<file path="src/rtl/core/ps2mpt_pkg.sv">
package ps2mpt_pkg;

   localparam int SIZE_BITS = 14;
   localparam int BYTE_BITS = 8;
   localparam int unsigned OVF_STEP = 255;

   localparam logic [SIZE_BITS-1:0] WIDTH_RESET  = 14'd1024;
   localparam logic [SIZE_BITS-1:0] HEIGHT_RESET = 14'd768;

   typedef enum logic [0:0] {
      CSR_SCREEN_WIDTH  = 1'b0,
      CSR_SCREEN_HEIGHT = 1'b1
   } csr_index_type;

   typedef enum logic [1:0] {
      PHASE_HEADER = 2'd0,
      PHASE_X      = 2'd1,
      PHASE_Y      = 2'd2
   } phase_type;

   typedef struct packed {
      logic y_ovf;
      logic x_ovf;
      logic y_sign;
      logic x_sign;
      logic sync;
      logic middle;
      logic right;
      logic left;
   } header_type;

   typedef struct packed {
      logic sign;
      logic ovf;
      logic invert;
   } axis_ctl_type;

endpackage

</file>
<file path="src/rtl/core/ps2mpt_req_if.sv">
interface ps2mpt_req_if;
   logic       valid;
   logic       ready;
   logic [7:0] rx_byte;

   modport source (output valid, output rx_byte, input ready);
   modport sink (input valid, input rx_byte, output ready);
endinterface

</file>
<file path="src/rtl/core/ps2mpt_rsp_if.sv">
interface ps2mpt_rsp_if #(
   parameter int COORD_BITS = 13
);
   logic                  valid;
   logic                  ready;
   logic [COORD_BITS-1:0] cursor_x;
   logic [COORD_BITS-1:0] cursor_y;
   logic                  left_pressed;
   logic                  right_pressed;
   logic                  middle_pressed;

   modport source (
      output valid, output cursor_x, output cursor_y,
      output left_pressed, output right_pressed, output middle_pressed,
      input ready
   );
   modport sink (
      input valid, input cursor_x, input cursor_y,
      input left_pressed, input right_pressed, input middle_pressed,
      output ready
   );
endinterface

</file>
<file path="src/rtl/core/ps2mpt_axis.sv">
module ps2mpt_axis #(
   parameter int COORD_BITS = 13
) (
   input  logic [COORD_BITS-1:0]           pos,
   input  logic [ps2mpt_pkg::BYTE_BITS-1:0] delta_byte,
   input  ps2mpt_pkg::axis_ctl_type         ctl,
   input  logic [ps2mpt_pkg::SIZE_BITS-1:0] size,
   output logic [COORD_BITS-1:0]           pos_next
);

   localparam int SW = ((COORD_BITS > ps2mpt_pkg::SIZE_BITS) ?
                        COORD_BITS : ps2mpt_pkg::SIZE_BITS) + 3;
   localparam logic [SW-1:0] POS_RANGE = {{(SW-1){1'b0}}, 1'b1} << COORD_BITS;
   localparam logic [SW-1:0] OVF_EXT = SW'(ps2mpt_pkg::OVF_STEP);

   logic [SW-1:0] delta;
   logic [SW-1:0] base;
   logic [SW-1:0] sum;
   logic [SW-1:0] size_ext;
   logic [SW-1:0] max_pos;

   always_comb begin
      delta = {{(SW-ps2mpt_pkg::BYTE_BITS){ctl.sign}}, delta_byte};
      if (ctl.ovf) begin
         delta = ctl.sign ? (delta - OVF_EXT) : (delta + OVF_EXT);
      end
      base = {{(SW-COORD_BITS){1'b0}}, pos};
      sum = ctl.invert ? (base - delta) : (base + delta);

      size_ext = {{(SW-ps2mpt_pkg::SIZE_BITS){1'b0}}, size};
      if (size == '0) begin
         max_pos = '0;
      end else if (size_ext > POS_RANGE) begin
         max_pos = POS_RANGE - {{(SW-1){1'b0}}, 1'b1};
      end else begin
         max_pos = size_ext - {{(SW-1){1'b0}}, 1'b1};
      end

      if (sum[SW-1]) begin
         pos_next = '0;
      end else if (sum > max_pos) begin
         pos_next = max_pos[COORD_BITS-1:0];
      end else begin
         pos_next = sum[COORD_BITS-1:0];
      end
   end

endmodule

</file>
<file path="src/rtl/core/ps2mouse_packet_tracker_top_placeholder.sv">
module ps2mpt_hold #(
   parameter int WIDTH = 8
) (
   input  logic             clock,
   input  logic             reset,
   input  logic             load,
   input  logic             drain,
   input  logic [WIDTH-1:0] data_in,
   output logic             valid,
   output logic [WIDTH-1:0] data_out
);

   logic             valid_ff;
   logic             valid_in;
   logic [WIDTH-1:0] data_ff;

   assign valid_in = load | (valid_ff & ~drain);

   always_ff @(posedge clock) begin
      if (reset) begin
         valid_ff <= 1'b0;
      end else begin
         valid_ff <= valid_in;
      end
   end

   always_ff @(posedge clock) begin
      if (load) begin
         data_ff <= data_in;
      end
   end

   assign valid    = valid_ff;
   assign data_out = data_ff;

endmodule

</file>
<file path="src/rtl/core/ps2_mouse_packet_tracker_top.sv">
// an accepted req word goes through the input register, then the result register, to its rsp word
// one req word per cycle unless rsp stalls; the rsp register refills as the old word leaves
// a result appears only on the third byte of an aligned packet; other bytes give none
// reset (synchronous, active high): first byte is dropped, phase at header, cursor at 0,0,
// screen size 1024 by 768, both registers empty
module ps2_mouse_packet_tracker_top #(
   parameter int COORD_BITS = 13
) (
   input  logic                              clock,
   input  logic                              reset,
   ps2mpt_req_if.sink                        req_chan,
   ps2mpt_rsp_if.source                      rsp_chan,
   input  logic                              csr_wr_en,
   input  ps2mpt_pkg::csr_index_type         csr_index,
   input  logic [ps2mpt_pkg::SIZE_BITS-1:0]  csr_wr_data
);

   logic [ps2mpt_pkg::SIZE_BITS-1:0] width_ff;
   logic [ps2mpt_pkg::SIZE_BITS-1:0] height_ff;

   logic                             in_valid;
   logic [ps2mpt_pkg::BYTE_BITS-1:0] in_byte;
   logic                             req_accept;
   logic                             work_fire;
   logic                             out_free;

   logic                   drop_ff;
   logic                   drop_in;
   ps2mpt_pkg::phase_type  phase_ff;
   ps2mpt_pkg::phase_type  phase_in;
   ps2mpt_pkg::header_type header_ff;
   ps2mpt_pkg::header_type header_in;
   logic [ps2mpt_pkg::BYTE_BITS-1:0] x_byte_ff;
   logic [ps2mpt_pkg::BYTE_BITS-1:0] x_byte_in;
   logic [COORD_BITS-1:0]  pos_x_ff;
   logic [COORD_BITS-1:0]  pos_y_ff;
   logic [COORD_BITS-1:0]  pos_x_next;
   logic [COORD_BITS-1:0]  pos_y_next;
   logic                   emit;

   ps2mpt_pkg::axis_ctl_type x_ctl;
   ps2mpt_pkg::axis_ctl_type y_ctl;

   logic                  rsp_valid_ff;
   logic                  rsp_valid_in;
   logic [COORD_BITS-1:0] cursor_x_ff;
   logic [COORD_BITS-1:0] cursor_y_ff;
   logic [2:0]            buttons_ff;

   // config registers
   always_ff @(posedge clock) begin
      if (reset) begin
         width_ff  <= ps2mpt_pkg::WIDTH_RESET;
         height_ff <= ps2mpt_pkg::HEIGHT_RESET;
      end else if (csr_wr_en) begin
         case (csr_index)
            ps2mpt_pkg::CSR_SCREEN_WIDTH:  width_ff  <= csr_wr_data;
            ps2mpt_pkg::CSR_SCREEN_HEIGHT: height_ff <= csr_wr_data;
            default: ;
         endcase
      end
   end

   // input register
   assign out_free   = ~rsp_valid_ff | rsp_chan.ready;
   assign work_fire  = in_valid & out_free;
   assign req_chan.ready = ~in_valid | work_fire;
   assign req_accept = req_chan.valid & req_chan.ready;

   ps2mpt_hold #(
      .WIDTH (ps2mpt_pkg::BYTE_BITS)
   ) u_in_hold (
      .clock    (clock),
      .reset    (reset),
      .load     (req_accept),
      .drain    (work_fire),
      .data_in  (req_chan.rx_byte),
      .valid    (in_valid),
      .data_out (in_byte)
   );

   // packet phase next state
   always_comb begin
      drop_in   = drop_ff;
      phase_in  = phase_ff;
      header_in = header_ff;
      x_byte_in = x_byte_ff;
      if (work_fire) begin
         if (drop_ff) begin
            drop_in = 1'b0;
         end else begin
            case (phase_ff)
               ps2mpt_pkg::PHASE_X: begin
                  x_byte_in = in_byte;
                  phase_in  = ps2mpt_pkg::PHASE_Y;
               end
               ps2mpt_pkg::PHASE_Y: begin
                  phase_in = ps2mpt_pkg::PHASE_HEADER;
               end
               default: begin
                  if (in_byte[3]) begin
                     header_in = ps2mpt_pkg::header_type'(in_byte);
                     phase_in  = ps2mpt_pkg::PHASE_X;
                  end else begin
                     phase_in = ps2mpt_pkg::PHASE_HEADER;
                  end
               end
            endcase
         end
      end
   end

   // packet phase outputs
   always_comb begin
      emit = work_fire & ~drop_ff & (phase_ff == ps2mpt_pkg::PHASE_Y);
   end

   always_ff @(posedge clock) begin
      if (reset) begin
         drop_ff   <= 1'b1;
         phase_ff  <= ps2mpt_pkg::PHASE_HEADER;
         header_ff <= '0;
         x_byte_ff <= '0;
         pos_x_ff  <= '0;
         pos_y_ff  <= '0;
      end else begin
         drop_ff   <= drop_in;
         phase_ff  <= phase_in;
         header_ff <= header_in;
         x_byte_ff <= x_byte_in;
         if (emit) begin
            pos_x_ff <= pos_x_next;
            pos_y_ff <= pos_y_next;
         end
      end
   end

   assign x_ctl = '{sign: header_ff.x_sign, ovf: header_ff.x_ovf, invert: 1'b0};
   assign y_ctl = '{sign: header_ff.y_sign, ovf: header_ff.y_ovf, invert: 1'b1};

   ps2mpt_axis #(
      .COORD_BITS (COORD_BITS)
   ) u_axis_x (
      .pos        (pos_x_ff),
      .delta_byte (x_byte_ff),
      .ctl        (x_ctl),
      .size       (width_ff),
      .pos_next   (pos_x_next)
   );

   // screen y grows downward
   ps2mpt_axis #(
      .COORD_BITS (COORD_BITS)
   ) u_axis_y (
      .pos        (pos_y_ff),
      .delta_byte (in_byte),
      .ctl        (y_ctl),
      .size       (height_ff),
      .pos_next   (pos_y_next)
   );

   // result register
   assign rsp_valid_in = emit | (rsp_valid_ff & ~rsp_chan.ready);

   always_ff @(posedge clock) begin
      if (reset) begin
         rsp_valid_ff <= 1'b0;
      end else begin
         rsp_valid_ff <= rsp_valid_in;
      end
   end

   always_ff @(posedge clock) begin
      if (emit) begin
         cursor_x_ff <= pos_x_next;
         cursor_y_ff <= pos_y_next;
         buttons_ff  <= {header_ff.middle, header_ff.right, header_ff.left};
      end
   end

   assign rsp_chan.valid          = rsp_valid_ff;
   assign rsp_chan.cursor_x       = cursor_x_ff;
   assign rsp_chan.cursor_y       = cursor_y_ff;
   assign rsp_chan.left_pressed   = buttons_ff[0];
   assign rsp_chan.right_pressed  = buttons_ff[1];
   assign rsp_chan.middle_pressed = buttons_ff[2];

endmodule

</file>
<file path="src/flat_wrapper.sv">
// flat-port wrapper written by rule: the top's interface ports become plain ports
module ps2_mouse_packet_tracker_top_flat 
#(
   parameter int COORD_BITS = 13
)
  (clock, reset, csr_wr_en, csr_index, csr_wr_data, req_chan_valid, req_chan_rx_byte, req_chan_ready, rsp_chan_valid, rsp_chan_cursor_x, rsp_chan_cursor_y, rsp_chan_left_pressed, rsp_chan_right_pressed, rsp_chan_middle_pressed, rsp_chan_ready);
  ps2mpt_req_if req_chan_i ();
  ps2mpt_rsp_if #(.COORD_BITS(COORD_BITS)) rsp_chan_i ();
  input  logic clock;
  input  logic reset;
  input  logic csr_wr_en;
  input  ps2mpt_pkg::csr_index_type csr_index;
  input  logic [ps2mpt_pkg::SIZE_BITS-1:0] csr_wr_data;
  input wire logic [$bits(req_chan_i.valid)-1:0] req_chan_valid;
  input wire logic [$bits(req_chan_i.rx_byte)-1:0] req_chan_rx_byte;
  output wire logic [$bits(req_chan_i.ready)-1:0] req_chan_ready;
  output wire logic [$bits(rsp_chan_i.valid)-1:0] rsp_chan_valid;
  output wire logic [$bits(rsp_chan_i.cursor_x)-1:0] rsp_chan_cursor_x;
  output wire logic [$bits(rsp_chan_i.cursor_y)-1:0] rsp_chan_cursor_y;
  output wire logic [$bits(rsp_chan_i.left_pressed)-1:0] rsp_chan_left_pressed;
  output wire logic [$bits(rsp_chan_i.right_pressed)-1:0] rsp_chan_right_pressed;
  output wire logic [$bits(rsp_chan_i.middle_pressed)-1:0] rsp_chan_middle_pressed;
  input wire logic [$bits(rsp_chan_i.ready)-1:0] rsp_chan_ready;
  assign req_chan_i.valid = req_chan_valid;
  assign req_chan_i.rx_byte = req_chan_rx_byte;
  assign req_chan_ready = req_chan_i.ready;
  assign rsp_chan_valid = rsp_chan_i.valid;
  assign rsp_chan_cursor_x = rsp_chan_i.cursor_x;
  assign rsp_chan_cursor_y = rsp_chan_i.cursor_y;
  assign rsp_chan_left_pressed = rsp_chan_i.left_pressed;
  assign rsp_chan_right_pressed = rsp_chan_i.right_pressed;
  assign rsp_chan_middle_pressed = rsp_chan_i.middle_pressed;
  assign rsp_chan_i.ready = rsp_chan_ready;
  ps2_mouse_packet_tracker_top #(.COORD_BITS(COORD_BITS)) u_core (.clock(clock), .reset(reset), .req_chan(req_chan_i), .rsp_chan(rsp_chan_i), .csr_wr_en(csr_wr_en), .csr_index(csr_index), .csr_wr_data(csr_wr_data));
endmodule
</file>
<file path="config.mk">
export PLATFORM = sky130hd
export DESIGN_NAME = ps2_mouse_packet_tracker_top_flat
export DESIGN_NICKNAME = d
export VERILOG_FILES = /design/src/rtl/core/ps2mpt_pkg.sv /design/src/rtl/core/ps2mpt_req_if.sv /design/src/rtl/core/ps2mpt_rsp_if.sv /design/src/rtl/core/ps2mpt_axis.sv /design/src/rtl/core/ps2mouse_packet_tracker_top_placeholder.sv /design/src/rtl/core/ps2_mouse_packet_tracker_top.sv /design/src/flat_wrapper.sv
export SDC_FILE = /design/constraint.sdc
export NUM_CORES = 1
export LEC_CHECK = 0
export ABC_AREA = 1
export BUFFER_PORTS_ARGS = -buffer_cell sky130_fd_sc_hd__buf_2
export CAP_MARGIN = 30
export CELL_PAD_IN_SITES_DETAIL_PLACEMENT = 0
export CELL_PAD_IN_SITES_GLOBAL_PLACEMENT = 1
export CORE_MARGIN = 8
export CORE_UTILIZATION = 41
export CTS_BUF_LIST = sky130_fd_sc_hd__clkbuf_8 sky130_fd_sc_hd__clkbuf_16
export DETAILED_ROUTE_END_ITERATION = 7
export PLACE_DENSITY_LB_ADDON = 0.1
export SLEW_MARGIN = 20
export SYNTH_ARGS = -nofsm -noshare
export SYNTH_HDL_FRONTEND = slang
export SYNTH_SLANG_ARGS = --single-unit
</file>
<file path="constraint.sdc">
create_clock -name clock -period 4.45 [get_ports clock]
set_input_delay 0.89 -clock clock [delete_from_list [all_inputs] [get_ports clock]]
set_output_delay 0.89 -clock clock [all_outputs]
set_load 0.03 [all_outputs]
</file>
**Word-level counts from Yosys, hierarchy flattened**

Index checks and enable logic that the tools add are counted.

- Register bits: 111
- Latch bits: 0
- RAM bits: 0
- Bits in read-only memories: 0
- Input bits: 28
- Output and inout port bits: 31
- Word-level logic and storage cells: 73
- Memories: 0

- $add $sub $neg: 8
- Multipliers: 0
- Divide/modulo/power cells: 0
- Order comparisons: 4
- Equal/unequal tests: 2
- Shift operators: 0
- Muxes and demuxes: 14
- Bitwise logic cells: 17
- Reductions and logical operators: 8

Operators by type and width:

| kind | number |
|---|---|
| $mux W17 | 8 |
| $mux W13 | 4 |
| $gt A17 B17 Y1 | 2 |
| $sub A14 B1 Y15 const B | 2 |
| $gt A14 B14 Y1 const B | 2 |
| $logic_not A14 Y1 | 2 |
| $add A9 B9 Y10 const B | 2 |
| $sub A9 B9 Y10 const B | 2 |
| $add A13 B17 Y17 | 1 |
| $sub A13 B17 Y17 | 1 |
| $not A1 Y1 | 7 |
| $and A1 B1 Y1 | 6 |
| $reduce_and A2 Y1 | 3 |
| $or A1 B1 Y1 | 4 |
| $pmux W2 S2 | 1 |
| $reduce_and A4 Y1 | 1 |
| $reduce_and A3 Y1 | 1 |
| $eq A2 B1 Y1 const B | 1 |
| $eq A2 B2 Y1 const B | 1 |
| $reduce_or A2 Y1 | 1 |
| $mux W1 | 1 |

**Logic depth before layout (Yosys ltp)**

Gate-level depths: netlist of run 1.

- Depth in word-level cells: 7
- Gate-level depth with buffers: 36
- Gate-level depth less buffers: 34

**Hierarchy**

From an unflattened synthesis of run 1, not the netlist that was laid out.

- Cell total of the unflattened synthesis: 1330
- Area, all modules: 9185.1 um^2

Modules (own cells, without submodules):

| module | times used | cells each | area an instance (um^2) |
|---|---|---|---|
| ps2_mouse_packet_tracker_top | 1 | 443 | 3782.4 |
| ps2mpt_axis at u_core.u_axis_y | 1 | 449 | 2617.5 |
| ps2mpt_axis at u_core.u_axis_x | 1 | 425 | 2504.9 |
| ps2mpt_hold | 1 | 13 | 280.3 |

**Least setup slack after synthesis of run 1**

No wires, ideal clock.

- Path type: register to register
- Start: register u_core.header_ff[4] (netlist name)
- End: register u_core.cursor_x_ff[5], in the netlist u_core.rsp_chan.cursor_x[5] (data pin)
- Setup time: 0.251 ns
- Data arrival time: 4.151 ns
- Data required time: 4.199 ns
- Setup slack: 0.048 ns
- Stages on the path, launching flop included: 34
- Buffers on the path: 2
- Period minus slack after synthesis: 4.402 ns
- Path through: dfxtp_1 > inv_1 > fa_1 > nand2_1 > nand2_1 > nand2_1 > nand2_1 > nand2_1 > nand2_1 > a21oi_1 > nor2_1 > o21ai_0 > nand2_1 > nand2_1 > inv_1 > ha_1 > nand2_1 > o21bai_1 > a21oi_1 > nand3_1 > nand2_4 > buf_12 > inv_1 > ha_1 > nand2_1 > nor2_2 > nand2_1 > nor2_1 > nand3_1 > nand2_2 > buf_6 > nand2_1 > nand3_2 > inv_1

- Longest elaborated chain between the ends: 7
- Elaborated cells between the ends (all ways): 8
- Classes of those cells: 3 x add/sub; 1 x order compare; 4 x mux

Ends and longest elaborated chain:

| element | RTL line | RTL |
|---|---|---|
| from (decl) | ps2_mouse_packet_tracker_top.sv:31 | `ps2mpt_pkg::header_type header_ff;` |
| from (signal assigned) | ps2_mouse_packet_tracker_top.sv:129 | `header_ff <= header_in;` |
| $add A9 B9 Y10 or $sub A9 B9 Y10 (tied branches) | ps2mpt_axis.sv:25 | `delta = ctl.sign ? (delta - OVF_EXT) : (delta + OVF_EXT);` |
| $mux W17 | ps2mpt_axis.sv:25 |  |
| $mux W17 * | ps2mpt_axis.sv:24 | `if (ctl.ovf) begin` |
| $add A13 B17 Y17 * | ps2mpt_axis.sv:28 | `sum = ctl.invert ? (base - delta) : (base + delta);` |
| $gt A17 B17 Y1 | ps2mpt_axis.sv:41 | `end else if (sum > max_pos) begin` |
| $mux W13 | ps2mpt_axis.sv:41 |  |
| $mux W13 * | ps2mpt_axis.sv:39 | `if (sum[SW-1]) begin` |
| via u_core.pos_x_next[5] | ps2_mouse_packet_tracker_top.sv:37 | `logic [COORD_BITS-1:0] pos_x_next;` |
| to (signal assigned) | ps2_mouse_packet_tracker_top.sv:175 | `cursor_x_ff <= pos_x_next;` |
| to (decl) | ps2_mouse_packet_tracker_top.sv:46 | `logic [COORD_BITS-1:0] cursor_x_ff;` |

Mark *: on every way through the listed nets, which the timed path passes. The rest lies on a longest branch.
A chain may end at the register's enable or synchronous reset.

**Final worst setup path of run 1**

- Start: register u_core.header_ff[4] (netlist name)
- End: register u_core.pos_x_ff[2]

- Longest elaborated chain between the ends: 7
- Elaborated cells between the ends (all ways): 8
- Classes of those cells: 3 x add/sub; 1 x order compare; 4 x mux

Ends and longest elaborated chain:

| element | RTL line | RTL |
|---|---|---|
| $add A9 B9 Y10 or $sub A9 B9 Y10 (tied branches) | ps2mpt_axis.sv:25 |  |
| $mux W17 | ps2mpt_axis.sv:25 |  |
| $mux W17 * | ps2mpt_axis.sv:24 |  |
| $add A13 B17 Y17 * | ps2mpt_axis.sv:28 |  |
| $gt A17 B17 Y1 | ps2mpt_axis.sv:41 |  |
| $mux W13 | ps2mpt_axis.sv:41 |  |
| $mux W13 * | ps2mpt_axis.sv:39 |  |
| to (signal assigned) | ps2_mouse_packet_tracker_top.sv:132 | `pos_x_ff <= pos_x_next;` |
| to (decl) | ps2_mouse_packet_tracker_top.sv:35 | `logic [COORD_BITS-1:0] pos_x_ff;` |

Mark *: on every way between the ends. The rest lies on a longest branch, timed or not.

==> impl_metrics.ini, run 1 <==
[sta]
period_share_pct = 95.4
setup_tns_ps = 0
max_clock_freq_mhz = 236
maxSlewHeadroom_pct = 58.9
setup_slack_ps = 207
report.final.slew_viol_count = 0
finalSetupViolations = 0
rsz0062_at_grt = yes
fin_skew_ps = 8.56
final-hold-violation-count = 0
period_needed_ps = 4240
worst_pin_slew_ps = 614
whs_ps = 440

[die]
fp.dieW_um = 158
core_region_area_um2 = 20000
die_area_um2 = 25100
floorplan.initialDensity_pct = 41.5
pin_count = 59
rows = 52
die_y_um = 158

[routing]
viasPerCell = 4.85
wirelength_um = 22400
wl_per_cell_um = 14.3
num_vias = 7632
drc = 0
drtAntennaViolNets = 0
drt_iter0_markers = 277
dr.pass1.iters = 6

[yosys]
yosysSeqAreaShare_pct = 31.2
synth_area_um2 = 8310
synth_most_common_cell = nand2_1
yosysWarningCount = 0
syn_inst = 1178
synth_top_cell_by_area = dfxtp_1
async_flop_share_pct = 0
synth_area_leaders = dfxtp_1, nand2_1, edfxtp_1
synth_top_area_share_pct = 17.8
post_synth_num_cell_types = 44
synth_edf_count = 37
avgSynthCellArea_um2 = 7.06
synth-seq-cells = 111
ys.flop_type = dfxtp_1
synth_commonest_cells = nand2_1, inv_1, nand3_1

[outcome]
status = complete, no violations

[final_layout]
drive_gt1_share_pct = 28.0
antenna_cells = 0
num-fill-cells = 2094
syn2layout_area_growth_pct = 27.2
nets = 1411
utilization_pct = 52.8

[worst_setup_path]
crit_fanout = 8
cpLargestDelayFamily = simple AND/OR/NAND/NOR gates
cp_data_required_time_ps = 4750
crit_top_cell = nand2_2
crit_type = reg -> reg
worstSetupStartpointType = flip-flop
critical_path.max_stage_delay_ps = 360
arrival_ps = 4540
worstPathBufferInverterCount = 6
cp-end-kind = flip-flop
cp_slowest_cell = dfxtp_2

[clock_network]
clk_pin_slew_ps = 80
cts_buffer_depth = 2
root_buffer = clkbuf_16
cts_tree = done
cts_inserted_buffers = 9
cts_hold_buf = 0
htreeDepth = 3
insertion_delay_ps = 370
cts_sinks = 111

[global_routing]
overflow = 0
first_global_vias = 7218
grt_util_all_layers_pct = 17.7
antenna_found_initial = 0
grt_max_degree = 78
grt_pass1_wl_um = 35500

[power]
cellPowerDensity_nw_per_um2 = 247
ir_drop_v = 0.000213
p_total_uw = 2610
power.leakage_uw = 0.00514

[placement]
pre_cts_ws_ps = -212
gp_congestion = 0.849
io_buffers = 58
place.detailed.hpwl_um = 16800

[hold_path]
worstHoldPathType = reg -> reg

[job]
cap_violations = 0
cell families after synthesis:
family | Yosys count | share of synthesized area, %
and+or+nand+nor | 548 | 29.6
buffers and inverters | 213 | 10.4
AOI/OAI and AO/OA | 198 | 13.3
DFF | 111 | 31.2
adders and majority gates | 85 | 13.2
xor gates and xnor gates | 21 | 2.21
other | 1 | 0.0451
muxes | 1 | 0.120
cell type report:
class	count	area, um^2	share of cell area (%)
clock buffers	9	225	2.13
clock inverters	7	105	0.994
inverters	180	681	6.44
multi-input cells	860	5650	53.4
flip-flops and latches	111	2590	24.5
well taps	270	338	3.20
repair buffers	136	978	9.25
per-layer routing:
metal	global-route usage, %	wire, um
met2	31.1	11100
met3	1.93	565
met1	22.5	10500
met4	5.12	303
met5	0	0
worst paths after layout:
kind	start	cells past startpoint	slack (ps)	to
max	u_core.header_ff[4]	31	210	u_core.pos_x_ff[2]
min	u_core.header_ff[2]	0	440	u_core.buttons_ff[2]
max reg2reg	u_core.header_ff[4]	31	210	u_core.pos_x_ff[2]
min reg2reg	u_core.header_ff[2]	0	440	u_core.buttons_ff[2]
cell usage in the layout, fill, tap and decap left out, types with 58 or more instances in the layout:
cell type / Yosys / routed
a21oi_1: 78 / 63
buf_2: 6 / 58
buf_4: 4 / 62
nand3_1: 101 / 70
nor2_1: 88 / 77
ha_1: 81 / 62
nand2_1: 298 / 252
o21ai_0: 82 / 73
dfxtp_1: 74 / 72
inv_1: 176 / 171
power breakdown:
part / switching [uW] / total [uW] / internal (uW)
registers: 25.5 / 1100 / 1070
logic: 359 / 598 / 239
clock network: 450 / 915 / 465
total: 834 / 2610 / 1770
timing repair:
| action | 4_1_cts | 5_1_grt |
|---|---|---|
| cloned | 2 | 2 |
| buffers inserted | 2 | 16 |
| resized for setup | 22 | 175 |
| pin swaps | 8 | 73 |
| setup endpoints to repair | 48 | 52 |
state kept, by name (all words and copies together) (netlist names):
name,cells
u_core.buttons_ff,3
u_core.rsp_chan.cursor_x,13
u_core.pos_x_ff,13
u_core.x_byte_ff,8
u_core.u_in_hold.data_out,8
u_core.phase_ff,2
u_core.u_in_hold.valid,1
u_core.pos_y_ff,13
u_core.width_ff,14
u_core.height_ff,14
u_core.rsp_chan.valid,1
u_core.drop_ff,1
u_core.rsp_chan.cursor_y,13
u_core.header_ff,7
per-stage QoR:
| step | cells | instance area, um^2 |
|---|---|---|
| finish | 1573 | 10600 |
| CTS | 1555 | 9640 |
| global placement | 1535 | 9210 |
| global route | 1573 | 10600 |
| detailed placement | 1535 | 9210 |
| floorplan | 1183 | 8330 |
worst reg2reg max path, delay by kind of cell, from the launching register on:
kind,cells,cell delay (ps)
AOI/OAI and AO/OA,5,550
xor gates and xnor gates,1,170
adders and majority gates,3,830
buffers and inverters,6,720
DFF,1,360
and+or+nand+nor,16,1520
Power figures use the tool's default switching activity.
==> run 2, diff against run 1 <==
==> constraint.sdc (replaced) <==
create_clock -name clock -period 4.45 [get_ports clock]
set_input_delay 0 -clock clock [delete_from_list [all_inputs] [get_ports clock]]
set_output_delay 0 -clock clock [all_outputs]
set_load 0.03 [all_outputs]
==> impl_metrics.ini, run 2 (synthesis gave the netlist of run 1 again) <==
[final_layout]
final_area_um2 = 11000
nets = 1438
fin_cells = 1600
layout_commonest_cell = nand2_1
most-common-layout-cells = nand2_1, inv_1, o21ai_0, nor2_1, dfxtp_1
num-fill-cells = 2004
top_regs = u_core.height_ff: 14 flops, u_core.width_ff: 14 flops
drive_gt1_share_pct = 29.5
antenna_cells = 0
syn2layout_area_growth_pct = 32.6

[routing]
wirelength_um = 22800
drc = 0
viasPerCell = 4.85
dr.pass1.iters = 5
highest_layer = met4
drtAntennaViolNets = 0
wl_per_cell_um = 14.3
met2_length_um = 11300
drt_iter0_markers = 244
num_vias = 7753
drt-met1-wl_um = 10600
wl_met3_um = 586

[global_routing]
overflow = 0
grt_max_degree = 63
grt_pass1_wl_um = 36600
grt_util_all_layers_pct = 18.3
antenna_found_initial = 0
first_global_vias = 7449

[placement]
gp_congestion = 0.829
placed_cell_area_um2 = 9250
io_buffers = 58
place.detailed.hpwl_um = 17000
pre_cts_ws_ps = -278
place_inst = 1539

[sta]
setup_slack_ps = 193
whs_ps = -10.3
maxSlewHeadroom_pct = 56.9
period_needed_ps = 4260
worst_pin_slew_ps = 645
fin_skew_ps = 12.0
finalSetupViolations = 0
report.final.slew_viol_count = 0
rsz0062_at_grt = yes
period_share_pct = 95.7
final-hold-violation-count = 1
max_clock_freq_mhz = 235

[clock_network]
cts_sinks = 111
cts_inserted_buffers = 9
htreeDepth = 3
cts_buffer_depth = 2
insertion_delay_ps = 360
root_buffer = clkbuf_16
clk_pin_slew_ps = 90
cts_tree = done

[power]
cellPowerDensity_nw_per_um2 = 240
p_total_uw = 2640
power.leakage_uw = 0.00535
ir_drop_v = 0.000186

[outcome]
status = finished, violations left
violations = hold timing

[worst_setup_path]
crit_type = reg -> reg
r2r_start = u_core.header_ff[4]
r2r_setup_slack_ps = 190
arrival_ps = 4380
critical_path.max_stage_delay_ps = 370
cp_data_required_time_ps = 4570
crit_top_cell = nand2_2
crit_fanout = 7
worstSetupStartpointType = flip-flop
cp_slowest_cell = fa_2
rr_endpoint = u_core.rsp_chan.cursor_x[6]
cp-end-kind = flip-flop
rr_worst_depth = 32

[hold_path]
worstHoldStart = csr_wr_data[12]
min_to = u_core.width_ff[12]
worstHoldPathType = in -> reg
hold_path_depth = 3

[die]
pin_count = 59
floorplan.initialDensity_pct = 41.5
core_region_area_um2 = 20000
die_area_um2 = 25100
fp.dieW_um = 158
die_y_um = 158
rows = 52

[job]
cap_violations = 0
==> run 2: cell count changes in the layout (fill, tap and decap cells not counted), sizes merged <==
cell         change
dlygate4sd3     +27
inv              -3
clkinv           +3
==> run 2: repair_timing <==
action | 4_1_cts | 5_1_grt
hold endpoints to repair | 41 | 0
endpoints found under the setup margin | 51 | 52
pin swaps | 6 | 87
hold buffers | 27 | 0
cloned | 2 | 2
gates resized for setup | 22 | 214
buffers inserted | 4 | 9
==> run 2: where the power goes <==
group          total [uW]  leakage (uW)  internal (uW)  switching (uW)
clock                 908      0.000162            461             447
combinational         637       0.00424            261             376
sequential           1100      0.000950           1070            26.5
==> run 2: stage by stage <==
step,setup TNS (ps),utilization (%)
after global routing,-1780,55.0
after CTS,0,49.8
after floorplan,0,-
final,0,55.0
after detailed placement,-5340,46.2
after global placement,-4780,46.2
==> run 2: how the worst max path moves through the flow <==
stage	from	to	slack, ps	depth (start not counted)
after CTS	u_core.u_in_hold.data_out[0]	u_core.rsp_chan.cursor_y[9]	9	31
final	u_core.header_ff[4]	u_core.rsp_chan.cursor_x[6]	190	32
after global placement	u_core.header_ff[5]	u_core.rsp_chan.cursor_y[9]	-280	28
after global routing	u_core.u_in_hold.data_out[1]	u_core.rsp_chan.cursor_y[8]	-70	30
after detailed placement	u_core.header_ff[5]	u_core.rsp_chan.cursor_y[9]	-280	28
after floorplan	u_core.header_ff[4]	u_core.rsp_chan.cursor_x[5]	50	33
==> run 2: cell type report <==
| type | count | area [um^2] | area share [%] |
|---|---|---|---|
| timing repair buffer | 163 | 1290 | 11.7 |
| clock buffer | 9 | 225 | 2.04 |
| multi-input combinational | 860 | 5790 | 52.5 |
| tap | 270 | 338 | 3.06 |
| clock inverter | 7 | 113 | 1.02 |
| inverter | 180 | 678 | 6.15 |
| sequential | 111 | 2590 | 23.5 |
==> run 2: critical path, delay by kind of cell, from the launching register on <==
family / cells / cell delay (ps)
AND/OR/NAND/NOR: 20 / 1590
adder cells (fa/ha/maj): 3 / 910
AO/OA/AOI/OAI: 4 / 650
flip-flops: 1 / 350
buffers and inverters: 4 / 320
XOR/XNOR: 1 / 190
==> run 2: layer usage <==
| metal | global-route usage, % | up-vias |
|---|---|---|
| li1 | - | 4118 |
| met1 | 23.4 | 3532 |
| met2 | 31.7 | 88 |
| met3 | 2.58 | 15 |
| met4 | 5.03 | 0 |
| met5 | 0 | - |
